`config.mk`:
```
export PLATFORM = sky130hd
export DESIGN_NAME = palette_color_vision_transform_unit
export DESIGN_NICKNAME = d
export VERILOG_FILES = /design/src/rtl/pcvt_pkg.sv /design/src/rtl/palette_color_vision_transform_unit.sv /design/src/rtl/pcvt_dot3.sv
export SDC_FILE = /design/constraint.sdc
export NUM_CORES = 2
export LEC_CHECK = 0
export ABC_AREA = 1
export ABC_CLOCK_PERIOD_IN_PS = 17300
export BUFFER_PORTS_ARGS = -buffer_cell sky130_fd_sc_hd__buf_2
export CAP_MARGIN = 15
export CELL_PAD_IN_SITES_DETAIL_PLACEMENT = 1
export CELL_PAD_IN_SITES_GLOBAL_PLACEMENT = 2
export CORE_MARGIN = 2
export CORE_UTILIZATION = 42
export DETAILED_ROUTE_END_ITERATION = 8
export PLACE_DENSITY = 0.86
export SYNTH_ARGS = -nofsm -noshare
export SYNTH_HDL_FRONTEND = slang
export SYNTH_SLANG_ARGS = --single-unit
```
`constraint.sdc`:
```
create_clock -name clk -period 17.3 [get_ports clk]
set_input_delay 1.73 -clock clk [delete_from_list [all_inputs] [get_ports clk]]
set_output_delay 1.73 -clock clk [all_outputs]
set_load 0.02 [all_outputs]
```
`src/rtl/pcvt_pkg.sv`:
```
// Shared types, coefficient table and fixed-point helper for the color vision transform.
package pcvt_pkg;

	localparam int unsigned CH_W = 8;
	localparam int unsigned COEF_FRAC_BITS_DEF = 16;
	localparam int unsigned NUM_ROWS = 8;
	localparam longint DEC_SCALE = 64'sd100000000;

	// Row codes: two weighting rows, then three rows per matrix
	localparam int unsigned ROW_S1 = 0;
	localparam int unsigned ROW_S2 = 1;
	localparam int unsigned ROW_M1 = 2;
	localparam int unsigned ROW_M2 = 5;

	// Coefficients in units of 1e-8, three per row
	localparam longint DEC_COEF [NUM_ROWS*3] = '{
		64'sd999000, 64'sd6647390, 64'sd73170000,
		64'sd15338400, 64'sd31662400, 64'sd5713400,
		64'sd42633100, 64'sd87510200, 64'sd8012710,
		64'sd28110000, 64'sd57119500, -64'sd3926270,
		-64'sd1770520, 64'sd2700840, 64'sd100247000,
		64'sd75810000, 64'sd145387000, -64'sd148060000,
		64'sd11853200, 64'sd28759500, 64'sd72550100,
		-64'sd746579, 64'sd4487110, 64'sd95430300
	};

	typedef struct packed {
		logic [CH_W-1:0] red_in;
		logic [CH_W-1:0] green_in;
		logic [CH_W-1:0] blue_in;
	} pixel_t;

	typedef struct packed {
		logic [CH_W-1:0] red_out;
		logic [CH_W-1:0] green_out;
		logic [CH_W-1:0] blue_out;
		logic            first_matrix_used;
	} result_t;

	// Load enables for the product and sum stages of a dot-product row
	typedef struct packed {
		logic prod;
		logic sum;
	} stage_en_t;

	// Decimal coefficient to signed fixed point, halves away from zero
	function automatic longint to_fixed(input longint dec, input int unsigned frac_bits);
		longint mag;
		longint q;
		mag = (dec < 0) ? -dec : dec;
		q = (mag * (64'sd1 <<< frac_bits) + DEC_SCALE / 2) / DEC_SCALE;
		return (dec < 0) ? -q : q;
	endfunction

endpackage

```
`src/rtl/palette_color_vision_transform_unit.sv`:
```
// Top level of the palette color vision transform: four-stage RGB matrix pipeline.
// One RGB request enters per cycle while result_ready keeps the pipe moving; it passes the
// input register, constant-coefficient products, row sums, then compare/select/round/saturate
// into the output register. Eight dot-product rows run in parallel: two weighting rows S1
// and S2 and the three rows of each color matrix. S1 < S2 selects the first matrix and sets
// first_matrix_used; equal sums take the second. Each channel is rounded to nearest with
// halves away from zero and clamped to 0..255. Every stage has its own valid bit and loads
// whenever it is empty or its successor moves, so bubbles are squeezed out under back
// pressure and a stalled result never loses or repeats a request. COEF_FRAC_BITS sets the
// fractional precision of the coefficients (10..24).
module palette_color_vision_transform_unit #(
	parameter int unsigned COEF_FRAC_BITS = pcvt_pkg::COEF_FRAC_BITS_DEF
) (
	input  logic              clk,
	input  logic              arst_n,
	input  logic              pixel_valid,
	output logic              pixel_ready,
	input  pcvt_pkg::pixel_t  pixel,
	output logic              result_valid,
	input  logic              result_ready,
	output pcvt_pkg::result_t result
);
	import pcvt_pkg::*;

	// Row sums need the product width plus two bits of growth
	localparam int unsigned SUM_W = COEF_FRAC_BITS + 13;
	localparam int unsigned INT_W = SUM_W - 1 - COEF_FRAC_BITS;
	localparam logic [INT_W-1:0] CH_MAX = INT_W'((1 << CH_W) - 1);

	// Per-stage valid bits and load enables
	logic v_s1, v_s2, v_s3, v_s4;
	logic en1, en2, en3, en4;

	assign en4 = !v_s4 || result_ready;
	assign en3 = !v_s3 || en4;
	assign en2 = !v_s2 || en3;
	assign en1 = !v_s1 || en2;
	assign pixel_ready = en1;
	assign result_valid = v_s4;

	always_ff @(posedge clk or negedge arst_n) begin
		if (!arst_n) begin
			v_s1 <= 1'b0;
			v_s2 <= 1'b0;
			v_s3 <= 1'b0;
			v_s4 <= 1'b0;
		end else begin
			if (en1) v_s1 <= pixel_valid;
			if (en2) v_s2 <= v_s1;
			if (en3) v_s3 <= v_s2;
			if (en4) v_s4 <= v_s3;
		end
	end

	// Stage 1: capture the request
	pixel_t pix_s1;

	always_ff @(posedge clk) begin
		if (en1) begin
			pix_s1 <= pixel;
		end
	end

	// Stages 2 and 3: eight dot-product rows
	stage_en_t row_en;
	logic signed [SUM_W-1:0] row_sum_s3 [NUM_ROWS];

	assign row_en.prod = en2;
	assign row_en.sum  = en3;

	for (genvar i = 0; i < NUM_ROWS; i++) begin : g_row
		pcvt_dot3 #(
			.COEF_FRAC_BITS(COEF_FRAC_BITS),
			.ROW(i),
			.SUM_W(SUM_W)
		) u_dot3 (
			.clk(clk),
			.en(row_en),
			.red(pix_s1.red_in),
			.green(pix_s1.green_in),
			.blue(pix_s1.blue_in),
			.sum_s3(row_sum_s3[i])
		);
	end

	// Stage 4: pick the matrix, round (offset already in the sums) and clamp
	logic first;
	logic [CH_W-1:0] chan [3];

	assign first = row_sum_s3[ROW_S1] < row_sum_s3[ROW_S2];

	for (genvar k = 0; k < 3; k++) begin : g_chan
		logic signed [SUM_W-1:0] sel;
		logic [INT_W-1:0] whole;

		assign sel   = first ? row_sum_s3[ROW_M1 + k] : row_sum_s3[ROW_M2 + k];
		assign whole = sel[SUM_W-2:COEF_FRAC_BITS];

		always_comb begin
			if (sel[SUM_W-1]) begin
				chan[k] = '0;        // negative sum rounds below zero, clamp to 0
			end else if (whole > CH_MAX) begin
				chan[k] = '1;
			end else begin
				chan[k] = whole[CH_W-1:0];
			end
		end
	end

	always_ff @(posedge clk) begin
		if (en4) begin
			result.red_out           <= chan[0];
			result.green_out         <= chan[1];
			result.blue_out          <= chan[2];
			result.first_matrix_used <= first;
		end
	end

endmodule

```
`src/rtl/pcvt_dot3.sv`:
```
// One constant-coefficient dot product of an RGB triple: product stage, then sum stage.
module pcvt_dot3 #(
	parameter int unsigned COEF_FRAC_BITS = pcvt_pkg::COEF_FRAC_BITS_DEF,
	parameter int unsigned ROW = 0,
	parameter int unsigned SUM_W = COEF_FRAC_BITS + 13
) (
	input  logic                    clk,
	input  pcvt_pkg::stage_en_t     en,
	input  logic [pcvt_pkg::CH_W-1:0] red,
	input  logic [pcvt_pkg::CH_W-1:0] green,
	input  logic [pcvt_pkg::CH_W-1:0] blue,
	output logic signed [SUM_W-1:0] sum_s3
);
	import pcvt_pkg::*;

	localparam int unsigned CW = COEF_FRAC_BITS + 2;
	localparam int unsigned PW = CW + CH_W + 1;
	localparam logic signed [CW-1:0] C_R = CW'(to_fixed(DEC_COEF[ROW*3], COEF_FRAC_BITS));
	localparam logic signed [CW-1:0] C_G = CW'(to_fixed(DEC_COEF[ROW*3+1], COEF_FRAC_BITS));
	localparam logic signed [CW-1:0] C_B = CW'(to_fixed(DEC_COEF[ROW*3+2], COEF_FRAC_BITS));
	// Half an output LSB; added to every row so the compare rows stay comparable
	localparam logic signed [SUM_W-1:0] HALF = SUM_W'(64'sd1 <<< (COEF_FRAC_BITS - 1));

	logic signed [PW-1:0] prod_r_s2, prod_g_s2, prod_b_s2;

	// Operands widened to the product width before the multiply
	always_ff @(posedge clk) begin
		if (en.prod) begin
			prod_r_s2 <= PW'(C_R) * PW'($signed({1'b0, red}));
			prod_g_s2 <= PW'(C_G) * PW'($signed({1'b0, green}));
			prod_b_s2 <= PW'(C_B) * PW'($signed({1'b0, blue}));
		end
	end

	always_ff @(posedge clk) begin
		if (en.sum) begin
			sum_s3 <= SUM_W'(prod_r_s2) + SUM_W'(prod_g_s2) + SUM_W'(prod_b_s2) + HALF;
		end
	end

endmodule
```
# Yosys cells after proc, flatten, opt, wreduce, memory -nomap -nowiden
# Index checks and enable logic that the tools add are counted.
[classes]
n_mux = 6
n_lt_le_gt_ge = 4
addsub = 24
multipliers = 24
reduce_logical = 8
[ops]
columns = ["op", "n"]
rows = [
  ["adder 29 x 17 -> 29 bit, second input constant", 8],
  ["multiplier 16 x 8 -> 24 bit, first input constant", 5],
  ["2-to-1 mux 29 bit", 3],
  ["multiplier 10 x 8 -> 18 bit, first input constant", 4],
  ["adder 23 x 24 -> 25 bit", 2],
  ["multiplier 15 x 8 -> 23 bit, first input constant", 2],
  ["multiplier 14 x 8 -> 22 bit, first input constant", 2],
  ["multiplier 13 x 8 -> 21 bit, first input constant", 2],
  ["multiplier 12 x 8 -> 20 bit, first input constant", 2],
  ["> comparator 12 x 8 -> 1 bit, second input constant", 3],
  ["adder 28 x 27 -> 29 bit", 1],
  ["< comparator 29 bit", 1],
  ["adder 22 x 26 -> 27 bit", 1],
  ["adder 26 x 22 -> 27 bit", 1],
  ["multiplier 18 x 9 -> 27 bit, first input constant", 1],
  ["adder 22 x 25 -> 26 bit", 1],
  ["adder 24 x 25 -> 26 bit", 1],
  ["adder 25 x 21 -> 26 bit", 1],
  ["adder 22 x 24 -> 25 bit", 1],
  ["adder 24 x 20 -> 25 bit", 1],
  ["adder 24 x 24 -> 25 bit", 1],
  ["multiplier 17 x 8 -> 25 bit, first input constant", 1],
  ["adder 21 x 23 -> 24 bit", 1],
  ["adder 22 x 23 -> 24 bit", 1],
  ["other kinds (11)", 19],
]
[totals]
regBits = 794
wordCells = 109
output_inout_bits = 27

# Logic depth before layout (Yosys ltp)
[logic_depth]
ltp_word = 5
ltp_mapped = 30

# By module
# A second synthesis with hierarchy kept.
[unflattened]
hier_cells = 9497
area_unflattened_um2 = 85333.1
[by_module_without_submodules]
columns = ["mod", "instances", "cells_each", "seq_area_each_um2", "area_per_inst_um2"]
rows = [
  ["pcvt_dot3 at g_row[5].u_dot3", 1, 1588, 3153.0, 13241.4],
  ["pcvt_dot3 at g_row[3].u_dot3", 1, 1423, 2882.8, 12184.2],
  ["pcvt_dot3 at g_row[7].u_dot3", 1, 1223, 2762.6, 11192.0],
  ["pcvt_dot3 at g_row[4].u_dot3", 1, 1077, 2642.5, 9723.1],
  ["pcvt_dot3 at g_row[6].u_dot3", 1, 1017, 2522.4, 9645.5],
  ["pcvt_dot3 at g_row[0].u_dot3", 1, 963, 2612.5, 8906.0],
  ["pcvt_dot3 at g_row[1].u_dot3", 1, 903, 2432.3, 8647.0],
  ["pcvt_dot3 at g_row[2].u_dot3", 1, 917, 2432.3, 8564.5],
  ["palette_color_vision_transform_unit", 1, 386, 1571.5, 3229.3],
]

# Least setup slack after synthesis
# OpenSTA, ideal clock, no wires.
[synth_timing]
kind = "in2reg"
startpoint = "in result_ready"
endpoint = "reg g_row[0].u_dot3.prod_b_s2[0] (enable)"
setup_slack_ps = 3176
cell_stages = 6
setup_time_ps = 778
arrival_time_ps = 13346
path_buffers = 0
required_ps = 16522
path_cell_list = "nor2_1 > inv_1 > nor2_1 > inv_1 > nor2_1 > inv_1"
[synth_between]
elab_chain_len = 3
[synth_rtl]
columns = ["item", "line", "source"]
rows = [
  ["start, declared", "palette_color_vision_transform_unit.sv:20", "input logic result_ready,"],
  ["logical OR 1 bit", "palette_color_vision_transform_unit.sv:34", "assign en4 = !v_s4 || result_ready;"],
  ["net en4", "palette_color_vision_transform_unit.sv:32", "logic en1, en2, en3, en4;"],
  ["logical OR 1 bit", "palette_color_vision_transform_unit.sv:35", "assign en3 = !v_s3 || en4;"],
  ["net en3", "palette_color_vision_transform_unit.sv:32", ""],
  ["logical OR 1 bit", "palette_color_vision_transform_unit.sv:36", "assign en2 = !v_s2 || en3;"],
  ["net en2", "palette_color_vision_transform_unit.sv:32", ""],
  ["end signal, assigned", "pcvt_dot3.sv:31", "prod_b_s2 <= PW'(C_B) * PW'($signed({1'b0, blue}));"],
  ["end, declared", "pcvt_dot3.sv:24", "logic signed [PW-1:0] prod_r_s2, prod_g_s2, prod_b_s2;"],
]
# The timed path passes the listed nets, and every way through them passes these cells.
# A chain may end at the register's enable or synchronous reset.

# Worst setup path in the final report
[layout_timing]
startpoint = "in result_ready"
endpoint = "out pixel_ready"
[layout_between]
elab_chain_len = 4
[layout_rtl]
columns = ["item", "line", "source"]
rows = [
  ["logical OR 1 bit", "palette_color_vision_transform_unit.sv:34", ""],
  ["net en4", "palette_color_vision_transform_unit.sv:32", ""],
  ["logical OR 1 bit", "palette_color_vision_transform_unit.sv:35", ""],
  ["net en3", "palette_color_vision_transform_unit.sv:32", ""],
  ["logical OR 1 bit", "palette_color_vision_transform_unit.sv:36", ""],
  ["logical OR 1 bit", "palette_color_vision_transform_unit.sv:37", "assign en1 = !v_s1 || en2;"],
  ["end, declared", "palette_color_vision_transform_unit.sv:17", "output logic pixel_ready,"],
]
# The timed path passes the listed nets, and every way through them passes these cells.

==> results.toml <==
[outcome]
status = "finished clean"

[sta]
period_minus_slack_ps = 5903
clock_skew_ps = 36.59
tns_ps = 0
setup_viol = 0
rsz0062_at_grt = "false"
final_hold_viol_count = 0
worst_slew_pin_slew_ps = 1076
fmax_ghz = 0.1694
fin_crit_sh_pct = 34.12
slew_headroom_pct = 28.28
final_max_slew_viol_count = 0

[clock_network]
cts_setup_buffers = 0
cts-resized-gates = 0
cts_buffers = 77
cts_tree = "done"
cts.sinks = 605
clk-insertion-delay-late_ps = 710
clkTransAtPathRegs_ps = 60
hold_buffers = 0
htree_levels = 3
clockBufferDepth = 3
clock-root-buffer = "clkbuf_16"

[routing]
drcViolationCount = 0
drtIter0Drc = 4000
drt_wl_total_um = 254400
ant_nets = 0
routedWlPerCell_um = 24.70
drt-vias-per-instance = 5.442
drt-pass1-iter-count = 7
vias = 56050

[global_routing]
grt_pass1_wl_um = 376500
grt_overflow = 0
grt_max_degree = 174
grt_util_all_layers_pct = 30.05
grt_pass1_vias = 59070
antenna_found_initial = 14

[synthesis]
synth.largest_area_cell = "edfxtp_1"
synth_cell_type_count = 57
ys.flop_type = "edfxtp_1"
netlist_area_mm2 = 0.06994
yosysWarningCount = 0
async_flop_share_pct = 0.6612
synth_edf_count = 601
ys_seq_area_share_pct = 25.95
syn_area_per_cell_um2 = 8.861
synth_cells = 7893
ys_seq_elements = 605
syn-num-nets = 9631
synth_top_area_share_pct = 25.80
synth_area_leaders = "edfxtp_1, ha_1, fa_1"

[placed_design]
gp_congestion = 0.9703
port_buffers = 54
dp_hpwl_um = 217700

[worst_setup_path]
r2r-end = "g_row[5].u_dot3.prod_b_s2[18]"
crit_chain = "buf_2, nor2_1, inv_1, buf_4, nor2_1, inv_4, nor2_1, nand2_1, buf_2"
end_kind = "primary output"
max_stage_delay_ps = 600
crit_type = "input port to primary output"
crit_slowest_cell = "inv_4"
ff2ff_setup_slack_ps = 11610
ff2ff_path_depth = 16
start_kind = "input port"
cp_common_cell = "nor2_1"
cp_num_cells = 9
crit_path_max_fanout = 59
critPathBufInv = 5
r2r-start = "pix_s1[1]"
cp.required_ps = 15570
crit_arrival_ps = 4170
crit_family = "buffers and inverters"

[floorplanning]
die_w_um = 412.1
core.rowCount = 149
dieHeight_um = 412.1
pin_count = 55
initial_utilization_pct = 42.34
coreArea_mm2 = 0.1652
dieArea_mm2 = 0.1698

[final_layout]
nFillCells = 19470
regArea_mm2 = 0.01815
synthToLayoutAreaGrowth_pct = 8.397
layout_common_cells = "nand2_1, inv_1, ha_1"
nets = 9782
layout-drive-gt1-share_pct = 4.021
final_common_cell = "nand2_1"
multi_input_area_mm2 = 0.04631

[worst_hold_path]
holdPathStages = 2
hold_start = "v_s3"
worstHoldPathType = "register to register"
min_to = "result_valid"

[flow_run]
cap_violations = 0
[sequential cells by signal, summed over array words and instances (netlist names)]
name	flops
g_row.u_dot3.prod_b_s2	157
result	25
v_s3	1
g_row.u_dot3.prod_r_s2	142
v_s2	1
pix_s1	24
g_row.u_dot3.sum_s3	121
result_valid	1
g_row.u_dot3.prod_g_s2	132
v_s1	1
[synth_stat cells, types with 19 or more instances]
master    instances
nand2_1        1578
inv_1          1443
ha_1           1188
edfxtp_1        601
a21oi_1         571
fa_1            522
nor2_1          398
xor2_1          317
nand3_1         282
o21ai_0         247
xnor2_1         151
nand4_1         101
nor3_1           63
a31oi_1          39
nand3b_1         37
o21bai_1         36
a21o_1           33
nand2_2          33
nor2_2           24
nor4_1           21
a21boi_0         19
o21ai_1          19
[how the worst max path moves through the flow]
stage                             from                            end
after CTS                 result_ready                    pixel_ready
after global routing      result_ready                    pixel_ready
after global placement    result_ready  g_row[1].u_dot3.prod_g_s2[21]
after floorplan           result_ready   g_row[0].u_dot3.prod_b_s2[0]
after detailed placement  result_ready  g_row[7].u_dot3.prod_r_s2[17]
final                     result_ready                    pixel_ready
[metal layers]
metal  share of wire (%)  vias up  track usage [%]
li1                    -    26360                -
met1                  44    27890            40.37
met2                  46     1412            48.75
met3                 6.0      395            5.115
met4                 3.9        6            10.55
met5               0.013        -                0
[per-stage QoR]
| stage | setup slack, ps | std cells | hold WS [ps] | cell area, um^2 | util [%] |
|---|---|---|---|---|---|
| floorplan | 3176 | 7893 | 422.9 | 69940 | - |
| global placement | 11360 | 10150 | 455.9 | 73150 | 44.28 |
| detailed placement | 11190 | 10150 | 471.7 | 73150 | 44.28 |
| CTS | 11380 | 10300 | 480.6 | 75810 | 45.89 |
| global route | 11260 | 10300 | 486.0 | 75810 | 45.89 |
| finish | 11400 | 10300 | 478.9 | 75820 | 45.90 |
[area by class of cell]
cell class,count,share of cell area [%]
diodes,4,0.01320
clock buffers,90,2.662
clock inverters,53,0.8483
inverters,1448,7.182
multi-input cells,5829,61.09
flip-flops and latches,605,23.94
well taps,2189,3.613
repair buffers,83,0.6601
[kinds of logic (layout without fill, tap and decap cells)]
group,Yosys count,in the layout,share of synthesized area (%)
compound gates,1047,1047,8.240
xor+xnor,470,470,5.907
fa+ha+maj,1710,1710,36.19
buf+inv,1459,1674,7.839
flops,605,605,25.95
other cells,1,5,0.005361
simple gates,2601,2601,15.87
[worst register-to-register path, delay by kind of cell (launching register included)]
kind / cells / cell delay (ps)
AO/OA/AOI/OAI: 4 / 1220
adder cells (fa/ha/maj): 5 / 2580
XOR/XNOR: 1 / 140
AND/OR/NAND/NOR: 1 / 70
flip-flops: 1 / 340
buffers and inverters: 5 / 1090
Power is left out: the tool's default activity adds up to more than one toggle a clock period on the data nets, which glitch-free logic cannot reach.
